[src/rtl/audio_dma_descriptor_ring_producer_core_macros.svh]
// Assertion helpers shared by the descriptor ring producer RTL.
// Each macro expects clk and rst_n in scope at the point of use.
`ifndef AUDIO_DMA_DESCRIPTOR_RING_PRODUCER_CORE_MACROS_SVH
`define AUDIO_DMA_DESCRIPTOR_RING_PRODUCER_CORE_MACROS_SVH

// Invariant checked at every clock edge out of reset.
`define ADRP_ASSERT_HOLDS(lbl, expr, msg) \
  lbl: assert property (@(posedge clk) disable iff (!rst_n) (expr)) else $error(msg);

// Same-cycle implication.
`define ADRP_ASSERT_IMPLIES(lbl, ante, cons, msg) \
  lbl: assert property (@(posedge clk) disable iff (!rst_n) (ante) |-> (cons)) else $error(msg);

// Next-cycle implication.
`define ADRP_ASSERT_NEXT(lbl, ante, cons, msg) \
  lbl: assert property (@(posedge clk) disable iff (!rst_n) (ante) |=> (cons)) else $error(msg);

`endif

[src/rtl/adrp_pkg.sv]
// ----------------------------------------------------------------------------
// adrp_pkg
// Types and codes shared by the descriptor ring producer front end, its
// command queue and the back end.
// ----------------------------------------------------------------------------
`default_nettype none

package adrp_pkg;

  // Request codes on the input channel
  localparam logic [1:0] MODE_START    = 2'd0;
  localparam logic [1:0] MODE_WRITE    = 2'd1;
  localparam logic [1:0] MODE_PROGRESS = 2'd2;
  localparam logic [1:0] MODE_STOP     = 2'd3;

  // Result status codes
  localparam logic [1:0] ST_OK      = 2'd0;
  localparam logic [1:0] ST_INVALID = 2'd1;
  localparam logic [1:0] ST_FULL    = 2'd2;

  // Command queue geometry
  localparam int QDEPTH = 4;
  localparam int QAW    = 2;
  localparam int QCW    = 3;

  typedef struct packed {
    logic [1:0]  mode;
    logic [15:0] byte_count;
    logic [4:0]  current_index;
    logic [15:0] position_remaining;
    logic        engine_halted;
  } in_t;

  typedef struct packed {
    logic [1:0]  status;
    logic [15:0] accepted_bytes;
    logic        commit_valid;
    logic [4:0]  commit_slot;
    logic [14:0] commit_samples;
    logic        ack_boundary;
    logic        lvi_write_valid;
    logic [4:0]  lvi_value;
    logic        start_engine;
    logic        reset_engine;
    logic [5:0]  queued_count;
    logic        engine_running;
  } out_t;

  // Classified command as carried from front end to back end
  typedef enum logic [2:0] {
    OP_START,
    OP_WRITE,
    OP_WRITE_BAD,
    OP_PROGRESS,
    OP_STOP
  } op_t;

  typedef struct packed {
    op_t         op;
    logic [15:0] bytes;
    logic [4:0]  civ;
    logic        halted;
    logic        picb_zero;
  } cmd_t;

  typedef struct packed {
    logic empty;
    logic full;
  } qstat_t;

endpackage

`default_nettype wire

[src/rtl/audio_dma_descriptor_ring_producer_core.sv]
// ----------------------------------------------------------------------------
// audio_dma_descriptor_ring_producer_core
// Producer side of a playback descriptor ring feeding a bus-master DMA engine.
// ----------------------------------------------------------------------------
// Usage:
//   Requests (start, write bytes, progress report, stop) enter on the in_
//   channel; each gives exactly one result on the out_ channel, in order.
//   A transfer happens on a channel when valid is high and stall is low.
//   Each request is held in the command queue and its result is then
//   registered in the output register when the output is free.
//   Throughput: one request per cycle sustained while out_stall is low. The
//   front end classifies the request in the cycle it arrives; the back end
//   updates the ring pointers and counters as it takes each command.
//   A four-entry command queue sits between the two. When out_stall holds,
//   the result stays in the output register, the queue absorbs up to four
//   more requests, and then in_stall rises until the receiver drains.
//   Reset clears the queue, the output valid flag and all ring state; the
//   stream is inactive and no result is pending.
// ----------------------------------------------------------------------------
`default_nettype none

module audio_dma_descriptor_ring_producer_core #(
  parameter int RING_SLOTS = 32,
  parameter int SLOT_BYTES = 32768
) (
  input  wire logic           clk,
  input  wire logic           rst_n,
  input  wire logic           in_valid,
  output logic                in_stall,
  input  wire adrp_pkg::in_t  in_data,
  output logic                out_valid,
  input  wire logic           out_stall,
  output adrp_pkg::out_t      out_data
);
  import adrp_pkg::*;

  qstat_t qstat;
  logic   push;
  logic   pop;
  cmd_t   push_cmd;
  cmd_t   pop_cmd;

  adrp_front #(
    .RING_SLOTS (RING_SLOTS),
    .SLOT_BYTES (SLOT_BYTES)
  ) u_front (
    .clk      (clk),
    .rst_n    (rst_n),
    .in_valid (in_valid),
    .in_stall (in_stall),
    .in_data  (in_data),
    .qstat    (qstat),
    .push     (push),
    .push_cmd (push_cmd)
  );

  adrp_queue u_queue (
    .clk      (clk),
    .rst_n    (rst_n),
    .push     (push),
    .push_cmd (push_cmd),
    .pop      (pop),
    .pop_cmd  (pop_cmd),
    .qstat    (qstat)
  );

  adrp_back #(
    .RING_SLOTS (RING_SLOTS),
    .SLOT_BYTES (SLOT_BYTES)
  ) u_back (
    .clk       (clk),
    .rst_n     (rst_n),
    .qstat     (qstat),
    .cmd       (pop_cmd),
    .pop       (pop),
    .out_valid (out_valid),
    .out_stall (out_stall),
    .out_data  (out_data)
  );

endmodule

`default_nettype wire

[src/rtl/adrp_front.sv]
// ----------------------------------------------------------------------------
// adrp_front
// Accepts requests and classifies them: decodes the mode, checks the write
// byte count, folds the engine index into the ring and flags an empty
// position count.
// ----------------------------------------------------------------------------
`default_nettype none

module adrp_front #(
  parameter int RING_SLOTS = 32,
  parameter int SLOT_BYTES = 32768
) (
  input  wire logic             clk,
  input  wire logic             rst_n,
  input  wire logic             in_valid,
  output logic                  in_stall,
  input  wire adrp_pkg::in_t    in_data,
  input  wire adrp_pkg::qstat_t qstat,
  output logic                  push,
  output adrp_pkg::cmd_t        push_cmd
);
  import adrp_pkg::*;

  function automatic logic [31:0][4:0] build_wrap();
    logic [31:0][4:0] t;
    for (int i = 0; i < 32; i++) begin
      t[i] = 5'(i % RING_SLOTS);
    end
    return t;
  endfunction

  localparam logic [31:0][4:0] CIV_WRAP = build_wrap();

  logic bytes_ok;

  assign in_stall = qstat.full;
  assign push     = in_valid && !qstat.full;

  assign bytes_ok = (in_data.byte_count != 16'd0) && (in_data.byte_count[1:0] == 2'b00) &&
                    ({16'd0, in_data.byte_count} <= 32'(SLOT_BYTES));

  always_comb begin
    push_cmd.bytes     = in_data.byte_count;
    push_cmd.civ       = CIV_WRAP[in_data.current_index];
    push_cmd.halted    = in_data.engine_halted;
    push_cmd.picb_zero = (in_data.position_remaining == 16'd0);
    unique case (in_data.mode)
      MODE_START:    push_cmd.op = OP_START;
      MODE_WRITE:    push_cmd.op = bytes_ok ? OP_WRITE : OP_WRITE_BAD;
      MODE_PROGRESS: push_cmd.op = OP_PROGRESS;
      MODE_STOP:     push_cmd.op = OP_STOP;
    endcase
  end

  // clk and rst_n are carried for the assertions below
  `include "audio_dma_descriptor_ring_producer_core_macros.svh"

  `ADRP_ASSERT_IMPLIES(a_front_push_not_full, push, !qstat.full, "push into a full queue")
  `ADRP_ASSERT_IMPLIES(a_front_civ_wrapped, push, (32'(push_cmd.civ) < 32'(RING_SLOTS)), "index not wrapped")
  `ADRP_ASSERT_IMPLIES(a_front_bad_write, push && (in_data.mode == MODE_WRITE) && !bytes_ok, push_cmd.op == OP_WRITE_BAD, "bad write not flagged")

endmodule

`default_nettype wire

[src/rtl/adrp_queue.sv]
// ----------------------------------------------------------------------------
// adrp_queue
// Short command queue between front end and back end so that each side can
// stall on its own.
// ----------------------------------------------------------------------------
`default_nettype none

module adrp_queue (
  input  wire logic             clk,
  input  wire logic             rst_n,
  input  wire logic             push,
  input  wire adrp_pkg::cmd_t   push_cmd,
  input  wire logic             pop,
  output adrp_pkg::cmd_t        pop_cmd,
  output adrp_pkg::qstat_t      qstat
);
  import adrp_pkg::*;

  cmd_t           slots_r [QDEPTH];
  logic [QAW-1:0] wr_ptr_r;
  logic [QAW-1:0] rd_ptr_r;
  logic [QCW-1:0] count_r;

  assign qstat.empty = (count_r == QCW'(0));
  assign qstat.full  = (count_r == QCW'(QDEPTH));
  assign pop_cmd     = slots_r[rd_ptr_r];

  always_ff @(posedge clk) begin
    if (push) begin
      slots_r[wr_ptr_r] <= push_cmd;
    end
  end

  always_ff @(posedge clk) begin
    if (!rst_n) begin
      wr_ptr_r <= '0;
      rd_ptr_r <= '0;
      count_r  <= '0;
    end else begin
      if (push) begin
        wr_ptr_r <= wr_ptr_r + QAW'(1);
      end
      if (pop) begin
        rd_ptr_r <= rd_ptr_r + QAW'(1);
      end
      if (push && !pop) begin
        count_r <= count_r + QCW'(1);
      end else if (pop && !push) begin
        count_r <= count_r - QCW'(1);
      end
    end
  end

  `include "audio_dma_descriptor_ring_producer_core_macros.svh"

  `ADRP_ASSERT_HOLDS(a_queue_count_range, count_r <= QCW'(QDEPTH), "queue count overflow")
  `ADRP_ASSERT_IMPLIES(a_queue_pop_nonempty, pop, !qstat.empty, "pop from an empty queue")
  `ADRP_ASSERT_NEXT(a_queue_count_grow, push && !pop, count_r == $past(count_r) + QCW'(1), "count did not advance")

endmodule

`default_nettype wire

[src/rtl/adrp_back.sv]
// ----------------------------------------------------------------------------
// adrp_back
// Carries out queued commands against the ring state: fills and commits
// slots, starts and feeds the engine, retires played slots, and holds each
// result in an output register.
// ----------------------------------------------------------------------------
`default_nettype none

module adrp_back #(
  parameter int RING_SLOTS = 32,
  parameter int SLOT_BYTES = 32768
) (
  input  wire logic             clk,
  input  wire logic             rst_n,
  input  wire adrp_pkg::qstat_t qstat,
  input  wire adrp_pkg::cmd_t   cmd,
  output logic                  pop,
  output logic                  out_valid,
  input  wire logic             out_stall,
  output adrp_pkg::out_t        out_data
);
  import adrp_pkg::*;

  localparam int SW  = $clog2(RING_SLOTS);
  localparam int SW1 = SW + 1;
  localparam int CW  = $clog2(RING_SLOTS + 1);
  localparam int FW  = $clog2(SLOT_BYTES + 1);
  localparam int BW  = (FW > 16) ? FW + 1 : 17;
  localparam logic [14:0] FULL_SAMPLES = 15'((SLOT_BYTES >> 1) & 32'h7fff);

  function automatic logic [SW-1:0] next_slot(input logic [SW-1:0] s);
    return (s == SW'(RING_SLOTS - 1)) ? '0 : s + SW'(1);
  endfunction

  function automatic logic [SW-1:0] prev_slot(input logic [SW-1:0] s);
    return (s == '0) ? SW'(RING_SLOTS - 1) : s - SW'(1);
  endfunction

  logic          active_r,  active_nxt;
  logic          running_r, running_nxt;
  logic [SW-1:0] retire_r,  retire_nxt;
  logic [SW-1:0] fslot_r,   fslot_nxt;
  logic [CW-1:0] queued_r,  queued_nxt;
  logic [FW-1:0] fill_r,    fill_nxt;
  logic          out_valid_r, out_valid_nxt;
  out_t          out_data_r,  res;

  logic [BW-1:0]  room, b_x, left;
  logic [31:0]    fill_x;
  logic [SW-1:0]  civ_s, span, tail;
  logic [SW1-1:0] d_raw, rsum;
  logic [CW-1:0]  dist_c;

  assign pop       = !qstat.empty && (!out_valid_r || !out_stall);
  assign out_valid = out_valid_r;
  assign out_data  = out_data_r;

  always_comb begin
    active_nxt  = active_r;
    running_nxt = running_r;
    retire_nxt  = retire_r;
    fslot_nxt   = fslot_r;
    queued_nxt  = queued_r;
    fill_nxt    = fill_r;
    res         = '0;
    room        = BW'(SLOT_BYTES) - BW'(fill_r);
    b_x         = BW'(cmd.bytes);
    left        = '0;
    fill_x      = 32'(fill_r);
    civ_s       = SW'(cmd.civ);
    d_raw       = SW1'(civ_s) - SW1'(retire_r);
    span        = '0;
    dist_c      = '0;
    rsum        = '0;
    tail        = '0;
    unique case (cmd.op)
      OP_START: begin
        active_nxt       = 1'b1;
        running_nxt      = 1'b0;
        retire_nxt       = '0;
        fslot_nxt        = '0;
        queued_nxt       = '0;
        fill_nxt         = '0;
        res.reset_engine = 1'b1;
      end
      OP_WRITE_BAD: begin
        res.status = ST_INVALID;
      end
      OP_WRITE: begin
        if (!active_r) begin
          res.status = ST_INVALID;
        end else if (queued_r == CW'(RING_SLOTS)) begin
          res.status = ST_FULL;
        end else if (b_x >= room) begin
          // slot completes: commit it, then place any remainder in the next unless the ring is now full
          res.commit_valid   = 1'b1;
          res.commit_slot    = 5'(fslot_r);
          res.commit_samples = FULL_SAMPLES;
          queued_nxt         = queued_r + CW'(1);
          fslot_nxt          = next_slot(fslot_r);
          fill_nxt           = '0;
          left               = b_x - room;
          res.accepted_bytes = cmd.bytes;
          if (running_r) begin
            res.ack_boundary    = 1'b1;
            res.lvi_write_valid = 1'b1;
            res.lvi_value       = 5'(fslot_r);
            res.start_engine    = cmd.halted;
          end else if (queued_nxt == CW'(RING_SLOTS)) begin
            res.lvi_write_valid = 1'b1;
            res.lvi_value       = 5'(RING_SLOTS - 1);
            res.start_engine    = 1'b1;
            running_nxt         = 1'b1;
          end
          if (left != '0) begin
            if (queued_nxt == CW'(RING_SLOTS)) begin
              res.status         = ST_FULL;
              res.accepted_bytes = 16'(room);
            end else begin
              fill_nxt = FW'(left);
            end
          end
        end else begin
          fill_nxt           = FW'(BW'(fill_r) + b_x);
          res.accepted_bytes = cmd.bytes;
        end
      end
      OP_PROGRESS: begin
        if (civ_s < retire_r) begin
          d_raw = d_raw + SW1'(RING_SLOTS);
        end
        span   = d_raw[SW-1:0];
        dist_c = (CW'(span) > queued_r) ? queued_r : CW'(span);
        rsum   = SW1'(retire_r) + SW1'(dist_c);
        if (rsum >= SW1'(RING_SLOTS)) begin
          rsum = rsum - SW1'(RING_SLOTS);
        end
        queued_nxt = queued_r - dist_c;
        retire_nxt = rsum[SW-1:0];
        // halted on an exhausted descriptor: that one is done too
        if ((queued_nxt != '0) && cmd.halted && cmd.picb_zero) begin
          queued_nxt = queued_nxt - CW'(1);
          retire_nxt = next_slot(retire_nxt);
        end
      end
      OP_STOP: begin
        if (!active_r) begin
          res.status = ST_INVALID;
        end else begin
          if (fill_r != '0) begin
            if (queued_r != CW'(RING_SLOTS)) begin
              res.commit_valid   = 1'b1;
              res.commit_slot    = 5'(fslot_r);
              res.commit_samples = fill_x[15:1];
              queued_nxt         = queued_r + CW'(1);
              fslot_nxt          = next_slot(fslot_r);
              if (running_r) begin
                res.ack_boundary = 1'b1;
                res.start_engine = cmd.halted;
              end
            end
            fill_nxt = '0;
          end
          if (queued_nxt != '0) begin
            tail                = prev_slot(fslot_nxt);
            res.lvi_write_valid = 1'b1;
            res.lvi_value       = 5'(tail);
            if (!running_r) begin
              res.start_engine = 1'b1;
              running_nxt      = 1'b1;
            end
          end
          active_nxt = 1'b0;
        end
      end
      default: begin
        res.status = ST_INVALID;
      end
    endcase
    res.queued_count   = 6'(queued_nxt);
    res.engine_running = running_nxt;
  end

  always_comb begin
    if (pop) begin
      out_valid_nxt = 1'b1;
    end else begin
      out_valid_nxt = out_valid_r && out_stall;
    end
  end

  always_ff @(posedge clk) begin
    if (pop) begin
      out_data_r <= res;
    end
  end

  always_ff @(posedge clk) begin
    if (!rst_n) begin
      active_r    <= 1'b0;
      running_r   <= 1'b0;
      retire_r    <= '0;
      fslot_r     <= '0;
      queued_r    <= '0;
      fill_r      <= '0;
      out_valid_r <= 1'b0;
    end else begin
      out_valid_r <= out_valid_nxt;
      if (pop) begin
        active_r  <= active_nxt;
        running_r <= running_nxt;
        retire_r  <= retire_nxt;
        fslot_r   <= fslot_nxt;
        queued_r  <= queued_nxt;
        fill_r    <= fill_nxt;
      end
    end
  end

  `include "audio_dma_descriptor_ring_producer_core_macros.svh"

  `ADRP_ASSERT_HOLDS(a_back_queued_range, queued_r <= CW'(RING_SLOTS), "queued count beyond ring")
  `ADRP_ASSERT_HOLDS(a_back_fill_range, 32'(fill_r) < 32'(SLOT_BYTES), "partial slot holds a full slot")
  `ADRP_ASSERT_HOLDS(a_back_ptr_range, (32'(retire_r) < 32'(RING_SLOTS)) && (32'(fslot_r) < 32'(RING_SLOTS)), "ring pointer out of range")

endmodule

`default_nettype wire
[config.mk]
export PLATFORM = sky130hd
export DESIGN_NAME = audio_dma_descriptor_ring_producer_core
export DESIGN_NICKNAME = d
export VERILOG_FILES = /design/src/rtl/adrp_pkg.sv /design/src/rtl/audio_dma_descriptor_ring_producer_core.sv /design/src/rtl/adrp_front.sv /design/src/rtl/adrp_queue.sv /design/src/rtl/adrp_back.sv
export VERILOG_INCLUDE_DIRS = /design/src /design/src/rtl
export SDC_FILE = /design/constraint.sdc
export NUM_CORES = 1
export LEC_CHECK = 0
export ABC_AREA = 1
export BUFFER_PORTS_ARGS = -buffer_cell sky130_fd_sc_hd__clkbuf_2
export CORE_ASPECT_RATIO = 1.1
export CORE_MARGIN = 3
export CORE_UTILIZATION = 52
export CTS_CLUSTER_DIAMETER = 40
export CTS_CLUSTER_SIZE = 20
export DETAILED_ROUTE_END_ITERATION = 10
export GPL_TIMING_DRIVEN = 0
export HOLD_SLACK_MARGIN = 0.08
export PLACE_DENSITY = 0.73
export SYNTH_ARGS = -nofsm -noshare
export SYNTH_HDL_FRONTEND = slang
export SYNTH_HIERARCHICAL = 1
export SYNTH_SLANG_ARGS = --single-unit
export TNS_END_PERCENT = 20
[constraint.sdc]
create_clock -name clk -period 7.3 [get_ports clk]
set_clock_uncertainty 0.2 [all_clocks]
set_input_delay 1.825 -clock clk [delete_from_list [all_inputs] [get_ports clk]]
set_output_delay 1.825 -clock clk [all_outputs]
set_load 0.02 [all_outputs]
---- Yosys cells after proc, flatten, opt, wreduce, memory -nomap -nowiden ----
Memory sizes are Yosys's and may differ from the RTL's. A register that Yosys moved wholly into a read port is not among the register bits.
Index checks and enable logic that the tools add are counted.
operators by class
  order comparisons ....................... 6
  reduce and logical (&&, ||, !) cells .... 37
  mux-type cells .......................... 80
  bitwise gates (word level) .............. 2
  add/sub/neg operators ................... 17
  equality and inequality tests ........... 17
operators with widths
  kind                                                 number
  two-way mux 16 bit                                   8
  two-way mux 29 bit                                   4
  two-way mux 5 bit                                    17
  two-way mux 6 bit                                    10
  case mux 29 bit (2 select lines)                     1
  case mux 16 bit (3 select lines)                     1
  two-way mux 22 bit                                   2
  two-way mux 18 bit                                   2
  nonzero test 16 bit                                  2
  case mux 6 bit (4 select lines)                      1
  two-way mux 7 bit                                    3
  greater-or-equal comparator 16 x 17 -> 1 bit         1
  two-way mux 1 bit                                    17
  nonzero test 17 bit                                  1
  subtractor 16 x 16 -> 17 bit (first input constant)  1
  subtractor 16 x 17 -> 17 bit                         1
  adder 16 bit                                         1
  <= comparator 16 bit (second input constant)         1
  logical NOT 16 bit                                   1
  adder 5 x 1 -> 5 bit (second input constant)         3
  case mux 5 bit (3 select lines)                      1
  equality test 6 bit (second input constant)          2
  two-way mux 2 bit                                    6
  case mux 3 bit (4 select lines)                      1
  other kinds (41)                                     71
storage, ports and cells
  flip-flop bits (word level) ............. 97
  logic and storage cells ................. 183
  output and inout port bits .............. 57
  memories ................................ 2
  memory bits (read-only) ................. 160
  bits in writable memories ............... 104
memories
  memory           depth  bits a word  read ports  clocked after Yosys merged registers in  wr ports  line              text
  (no name shown)  32     5            1           0                                        0         adrp_front.sv:44  push_cmd.civ = CIV_WRAP[in_data.current_index];
  u_queue.slots_r  4      26           1           1                                        1         adrp_queue.sv:19  cmd_t slots_r [QDEPTH];

---- Logic depth before layout (Yosys ltp) ----
Gate-level depths: netlist of the first run.
  depth after elaboration ................. 14
  depth in mapped cells ................... 40

---- Cells and area by module ----
The synthesis of the first run kept the hierarchy.
by module, submodules not included
  module      cells each  instances  area each (µm²)
  adrp_back   1141        1          7758.7
  adrp_queue  309         1          4290.4
  adrp_front  63          1          344.1

---- Least setup slack after synthesis of the first run ----
No wires, ideal clock.
  path kind ............................... register -> register
  from .................................... register with a tool-made name
  to ...................................... register u_back.retire_r[4]
  data arrival time ....................... 5025 ps
  period minus slack after synthesis ...... 5358 ps
  buffers on the path ..................... 2
  slack ................................... 1942 ps
  cell stages (with the launch flop) ...... 35
  cells stage by stage .................... dfxtp_1 > buf_6 > inv_4 > buf_2 > o21ai_0 > o22ai_1 > inv_1 > ha_1 > inv_1 > fa_1 > nand3_1 > nand2_1 > xor2_1 > inv_1 > ha_1 > inv_1 > nor2_1 > and3_1 > nand2_1 > nand4_1 > nand2_1 > o21ai_0 > inv_1 > fa_1 > or2_2 > a21oi_1 > or2_2 > xor2_1 > inv_1 > nand2_1 > nand2_1 > ha_1 > or2_2 > nand3_1 > a21oi_1
RTL lines
  what                  line              text
  to (signal assigned)  adrp_back.sv:212  retire_r <= retire_nxt;
  to (decl)             adrp_back.sv:41   logic [SW-1:0] retire_r, retire_nxt;

==> results of run 1 <==
[worst max-delay path, delay by kind of cell, from the launching register on]
kind | cells | cell delay [ns]
compound gates | 5 | 0.88
fa+ha+maj | 5 | 1.49
simple gates | 13 | 1.79
buf+inv | 8 | 0.85
flops | 1 | 0.53
xor+xnor | 2 | 0.42
[cells by family (layout without fill, tap and decap cells)]
group           Yosys count  count (layout)  synth area share, %
compound gates          254             254                11.22
xor+xnor                 39              39                2.817
fa+ha+maj                70              70                7.431
buf+inv                 237             385                8.531
flops                   203             203                45.63
simple gates            710             710                24.37
[worst paths after layout]
check,from,endpoint,slack (ns),cells past startpoint
worst min register to register,u_queue/rd_ptr_r[1],u_queue/rd_ptr_r[1],0.26,1
worst max register to register,flip-flop,u_back/retire_r[4],1.01,33
worst min-delay path,u_queue/rd_ptr_r[1],u_queue/rd_ptr_r[1],0.26,1
worst max-delay path,flip-flop,u_back/retire_r[4],1.01,33
[metal layers]
layer | part of all wire [%] | up-vias
li1 | - | 5331
met1 | 42 | 5050
met2 | 48 | 405
met3 | 6.5 | 82
met4 | 3.4 | 0
met5 | 0 | -
[state kept, by name, summed over array words and instances (netlist names), named ones only]
| name | cells |
|---|---|
| u_back/fill_r | 16 |
| u_back/running_r | 1 |
| u_queue/count_r | 3 |
| u_queue/wr_ptr_r | 2 |
| u_back/out_valid | 1 |
| u_back/queued_r | 6 |
| u_queue/slots_r | 104 |
| u_back/active_r | 1 |
| u_back/retire_r | 5 |
| u_queue/rd_ptr_r | 2 |
| u_back/out_data | 55 |
| u_back/fslot_r | 5 |
[Yosys cell counts (all sizes together) (4+ instances only)]
cell     number  area, um^2
a21oi        82       429.2
buf          52       360.3
clkbuf        9       33.78
dfxtp        44       880.8
edfxtp      159        4775
fa            6       120.1
ha           64       800.8
inv         175       659.4
nand2       354        1339
nand3        93       475.5
nand3b        7       52.55
nand4        27       168.9
nor2        202       809.5
nor3         12       65.06
nor4          6       52.55
o2111ai       5       43.79
o211ai        4       30.03
o21ai       125       636.9
o21bai        4       30.03
o22ai        28       175.2
or2           5       31.28
xnor2        13       113.9
xor2         26       235.2
[area by class of cell]
cell class	instances	area share (%)
clock inverter	21	1.746
buffer	61	2.764
clock buffer	31	5.133
multi-input combinational	1073	39.84
tap	300	2.632
inverter	176	4.650
sequential	203	39.66
timing repair buffer	96	3.580
[cells in the final DEF, fill, tap and decap left out, types with 15 or more instances in the layout]
| cell | instances |
|---|---|
| sky130_fd_sc_hd__nand2_1 | 350 |
| sky130_fd_sc_hd__nor2_1 | 191 |
| sky130_fd_sc_hd__inv_1 | 163 |
| sky130_fd_sc_hd__edfxtp_1 | 159 |
| sky130_fd_sc_hd__o21ai_0 | 99 |
| sky130_fd_sc_hd__clkbuf_2 | 94 |
| sky130_fd_sc_hd__nand3_1 | 91 |
| sky130_fd_sc_hd__a21oi_1 | 79 |
| sky130_fd_sc_hd__ha_1 | 64 |
| sky130_fd_sc_hd__dfxtp_1 | 44 |
| sky130_fd_sc_hd__buf_4 | 33 |
| sky130_fd_sc_hd__clkbuf_16 | 28 |
| sky130_fd_sc_hd__o22ai_1 | 28 |
| sky130_fd_sc_hd__nand4_1 | 27 |
| sky130_fd_sc_hd__xor2_1 | 25 |
| sky130_fd_sc_hd__o21ai_1 | 23 |
| sky130_fd_sc_hd__buf_2 | 15 |
[through the flow]
step / setup WS (ns) / cells / util [%] / cell area [um^2]
4_1_cts: 1.035 / 1961 / 61.60 / 14260
5_1_grt: 0.3692 / 1961 / 61.60 / 14260
3_3_place_gp: 1.193 / 1907 / 57.19 / 13240
6_report: 1.006 / 1961 / 61.60 / 14260
2_1_floorplan: 1.942 / 1513 / - / 12390
3_5_place_dp: 1.080 / 1909 / 57.36 / 13280
==> results by group, run 1 <==
Clock tree
  • Latest clock arrival within the worst-skew pair: 0.55 ns
  • Inserted Clock Buffers: 28
  • Count of hold buffers inserted by post-cts repair: 0
  • Clock transition at the registers of the reported paths: 0.06 ns
  • Buffers inserted during post-CTS setup optimization: 0
  • Htree depth: 1
  • Clock tree root driver cell: sky130_fd_sc_hd__clkbuf_16
  • CTS sink count: 203
  • Clock Path Buffers: 3
  • Post-cts sizing count: 0
  • Clock tree from TritonCTS: yes

Final layout
  • Fill cell count: 1,990
  • Register area: 5655 um^2
  • Nets@finish: 1,753
  • Multi-input gate area: 5680 um^2
  • Post-synthesis to final-layout area growth: 15.06%
  • Ratio of cells with drive above 1 in the final layout: 14.51%
  • Diodes inserted: 0

Yosys
  • Fraction of registers with async set or reset after synthesis: 0%
  • Cell count after synthesis: 1,513
  • Number of flops mapped to enable cells by yosys: 159
  • Share of synthesized area occupied by flip-flops and latches: 45.63%
  • Per-instance average area after synthesis: 8.191 um^2
  • Number of warnings issued by yosys: 6
  • Net count after synthesis: 1,627
  • #FFs+latches synth: 203
  • Distinct cell type count of the synthesized netlist: 49
  • Area of the mapped netlist: 12,390 um^2
  • Top_reg_cell synth: sky130_fd_sc_hd__edfxtp_1

STA
  • Worst slew margin relative to its limit: 21.68%
  • Slew @ Worst Pin: 1.174 ns
  • Final hold slack: 0.2596 ns
  • F_max: 158.9 MHz
  • Final Critical Period: 6.294 ns
  • Share of the clock period used by the worst path: 86.21%
  • Number of endpoints with negative hold slack in the final report: 0
  • Summed negative setup slack over all endpoints: 0 ns
  • Setup repair after global routing missed its margin: no
  • Final number of setup-violating endpoints: 0
  • Final max-slew violation count: 0

GRT
  • First-pass GRT wire length: 50,490 um
  • Met1 routing resource usage after global routing: 30.68%
  • Routing usage on met2: 41.41%
  • GR Overflow Total: 0
  • Global routing usage summed across all routing layers: 23.89%
  • Number of global-route vias before repair: 10,296
  • GR Util met3: 3.239%
  • Initial antenna violation count: 0
  • Routing layer with the top usage in global route: met2
  • Maximum number of pins on one net before global-route repair: 34

Setup path
  • Arrival time of the worst setup path: 6.50 ns
  • Type of the worst setup path: flip-flop to flip-flop
  • Highest cell delay on the worst timing path: 0.53 ns
  • Largest fanout on the critical path: 10
  • Crit path launch type: flip-flop
  • Critical-path top delay cell: sky130_fd_sc_hd__dfxtp_1
  • Required time reported for the critical path endpoint: 7.51 ns
  • Most used cell along the critical path: sky130_fd_sc_hd__inv_1
  • Nature of the critical path endpoint: flip-flop

Placement
  • GP Congestion: 0.9911
  • HPWL after detailed placement: 23,720 um
  • Input/output buffers: 94

Detailed routing
  • Number of nets with antenna violations after routing: 0
  • Total vias in the final route: 10,868
  • Post-Route WL: 31,690 um
  • Initial DRC count: 898
  • Detailed-routing iteration count for the pre-antenna-repair pass: 5
  • Residual DRC: 0
  • Average vias per placed instance: 5.542
  • Routed length per instance: 16.16 um

Floorplanning
  • Die footprint: 25,720 um^2
  • Standard cell core area: 23,150 um^2
  • Die outline height: 167.9 um
  • Die width: 153.2 um
  • I/O pin count: 101
  • Initial cell density of the core: 53.53%
  • Number of placement rows: 58

Flow run
  • Max Cap Viol: 0

Status
  • Outcome: completed

Worst hold path
  • Worst min path class: flip-flop to flip-flop
Power of run 1 is not shown: default switching activity piles up to over one toggle a cycle in this logic, so the estimate is an artifact.
==> run 2, diff against run 1 <==
Settings changed: CELL_PAD_IN_SITES_DETAIL_PLACEMENT from default to 0, CELL_PAD_IN_SITES_GLOBAL_PLACEMENT from default to 2, CORE_UTILIZATION 52 to 37, PLACE_DENSITY 0.73 to 0.83.
==> run 2 against run 1 <==
Net effect:
- non-clock buffer count did not move
- global-route usage fell by 4.9 points
- critical path type unchanged
- sequential cell count did not move
- sequential share of layout area fell by 0.78 points
- wire length rose by 9.0%
- clock-buffer cell count did not move
==> results by group, run 2 (synthesis results as in run 1) <==
Status
  • Outcome: completed (unchanged)

Flow run
  • Max Cap Viol: 0 (unchanged)

Detailed routing
  • Number of nets with antenna violations after routing: 0 (unchanged)
  • Post-Route WL: 34,540 um (was 31,690 um)
  • Residual DRC: 0 (unchanged)
  • Total vias in the final route: 10,395 (was 10,868)
  • Detailed-routing iteration count for the pre-antenna-repair pass: 8 (was 5)
  • Average vias per placed instance: 4.971 (was 5.542)
  • Routed length per instance: 16.52 um (was 16.16 um)
  • Initial DRC count: 687 (was 898)

STA
  • Post-layout worst setup margin: 0.9879 ns (was 1.006 ns)
  • F_max: 158.4 MHz (was 158.9 MHz)
  • Setup repair after global routing missed its margin: no (unchanged)
  • Final number of setup-violating endpoints: 0 (unchanged)
  • Summed negative setup slack over all endpoints: 0 ns (unchanged)
  • Worst slew margin relative to its limit: 17.89% (was 21.68%)
  • Slew @ Worst Pin: 1.230 ns (was 1.174 ns)
  • Share of the clock period used by the worst path: 86.47% (was 86.21%)
  • Number of endpoints with negative hold slack in the final report: 0 (unchanged)
  • Final hold slack: 0.2344 ns (was 0.2596 ns)
  • Final max-slew violation count: 0 (unchanged)
  • Final Critical Period: 6.312 ns (was 6.294 ns)

Final layout
  • Most flops, register: u_queue/slots_r (unchanged)
  • Most common cell after layout, fill and taps aside: sky130_fd_sc_hd__nand2_1 (unchanged)
  • Ratio of cells with drive above 1 in the final layout: 14.71% (was 14.51%)
  • Post-synthesis to final-layout area growth: 17.38% (was 15.06%)
  • Non-filler instance count after layout: 2,091 (was 1,961)
  • Nets@finish: 1,755 (was 1,753)
  • Fill cell count: 3,345 (was 1,990)
  • Commonest cells after routing, fill and taps aside: 350 x sky130_fd_sc_hd__nand2_1, 191 x sky130_fd_sc_hd__nor2_1, 163 x sky130_fd_sc_hd__inv_1 (unchanged)
  • Flip-flop count of the largest register, all copies and words added: 104 (unchanged)
  • Diodes inserted: 0 (unchanged)

Worst hold path
  • Hold path startpoint: u_queue/rd_ptr_r[1] (unchanged)
  • Worst min path class: flip-flop to flip-flop (unchanged)
  • Hold path cells: 1 (unchanged)
  • Capture endpoint of the worst hold path: u_queue/rd_ptr_r[1] (unchanged)

Floorplanning
  • Die outline height: 198.0 um (was 167.9 um)
  • Die footprint: 35,730 um^2 (was 25,720 um^2)
  • Number of placement rows: 69 (was 58)
  • Die width: 180.5 um (was 153.2 um)
  • Standard cell core area: 32,630 um^2 (was 23,150 um^2)
  • Initial cell density of the core: 37.98% (was 53.53%)
  • I/O pin count: 101 (unchanged)

Setup path
  • Critical-path top delay cell: sky130_fd_sc_hd__dfxtp_1 (unchanged)
  • Arrival time of the worst setup path: 6.53 ns (was 6.50 ns)
  • Required time reported for the critical path endpoint: 7.52 ns (was 7.51 ns)
  • Critical register-to-register path endpoint: u_back/retire_r[4] (unchanged)
  • Type of the worst setup path: flip-flop to flip-flop (unchanged)
  • Nature of the critical path endpoint: flip-flop (unchanged)
  • Most used cell along the critical path: sky130_fd_sc_hd__inv_1 (unchanged)
  • Logic depth of the worst register-to-register path: 33 (unchanged)
  • Largest fanout on the critical path: 10 (unchanged)
  • Total buffers and inverters traversed by the critical path: 8 (unchanged)
  • Crit path launch type: flip-flop (unchanged)
  • Reg-to-reg setup timing slack: 0.99 ns (was 1.01 ns)
  • Highest cell delay on the worst timing path: 0.54 ns (was 0.53 ns)
  • Category of cells accounting for the largest share of critical-path delay: simple AND/OR/NAND/NOR gates (unchanged)

Placement
  • Minimum setup slack after placement: 0.9692 ns (was 1.080 ns)
  • HPWL after detailed placement: 26,540 um (was 23,720 um)
  • Placed cell count: 2,035 (was 1,909)
  • Input/output buffers: 94 (unchanged)
  • GP Congestion: 0.8852 (was 0.9911)

Clock tree
  • Clock transition at the registers of the reported paths: 0.06 ns (about the same)
  • Inserted Clock Buffers: 30 (was 28)
  • Clock tree root driver cell: sky130_fd_sc_hd__clkbuf_16 (unchanged)
  • Post-cts sizing count: 0 (unchanged)
  • Clock tree from TritonCTS: yes (unchanged)
  • Htree depth: 1 (unchanged)
  • CTS sink count: 203 (unchanged)
  • Latest clock arrival within the worst-skew pair: 0.57 ns (was 0.55 ns)
  • Buffers inserted during post-CTS setup optimization: 0 (unchanged)
  • Count of hold buffers inserted by post-cts repair: 0 (unchanged)
  • Clock Path Buffers: 3 (unchanged)

GRT
  • GR Overflow Total: 0 (unchanged)
  • Maximum number of pins on one net before global-route repair: 34 (unchanged)
  • Initial antenna violation count: 0 (unchanged)
  • Global routing usage summed across all routing layers: 19.03% (was 23.89%)
  • First-pass GRT wire length: 54,260 um (was 50,490 um)
  • Number of global-route vias before repair: 10,173 (was 10,296)
run 2: cell count changes in the layout (fill, tap and decap cells not counted), moves of 2 or more:
cell	before	now
sky130_fd_sc_hd__clkbuf_16	28	31
sky130_fd_sc_hd__clkbuf_8	2	0
sky130_fd_sc_hd__clkinv_2	2	0
sky130_fd_sc_hd__clkinv_4	4	0
sky130_fd_sc_hd__clkinv_8	3	7
sky130_fd_sc_hd__inv_6	4	7
run 2: layout make-up:
class / count / area [um^2] / share of cell area, %
Buffer: 61 / 394.1 / 2.709
Sequential cell: 203 / 5655 / 38.88
Clock buffer: 31 / 775.7 / 5.333
Tap cell: 426 / 533.0 / 3.664
Inverter: 176 / 663.1 / 4.559
Clock inverter: 25 / 326.6 / 2.245
Multi-Input combinational cell: 1073 / 5680 / 39.05
Timing Repair Buffer: 96 / 518.0 / 3.561
run 2: per-stage QoR:
stage	utilization, %	instance area [um^2]
floorplan	-	12390
global placement	41.05	13400
detailed placement	41.20	13440
CTS	44.57	14550
global route	44.57	14550
finish	44.57	14550
run 2: worst max path at each step:
stage	startpoint	end	slack [ns]	depth (start not counted)
after floorplan	flip-flop	u_back/retire_r[4]	1.94	34
after global placement	flip-flop	u_back/retire_r[4]	0.98	33
after detailed placement	flip-flop	u_back/retire_r[4]	0.97	33
after CTS	flip-flop	u_back/retire_r[4]	0.97	33
after global routing	flip-flop	u_back/retire_r[4]	0.39	33
final	flip-flop	u_back/retire_r[4]	0.99	33
run 2: per-layer routing:
metal | global-route usage (%) | share of wire [%] | vias up
li1 | - | - | 5337
met1 | 25.66 | 46 | 4772
met2 | 32.10 | 47 | 247
met3 | 2.646 | 4.9 | 39
met4 | 5.658 | 2.1 | 0
met5 | 0 | 0 | -
Power of run 2 is left out for the same reason.
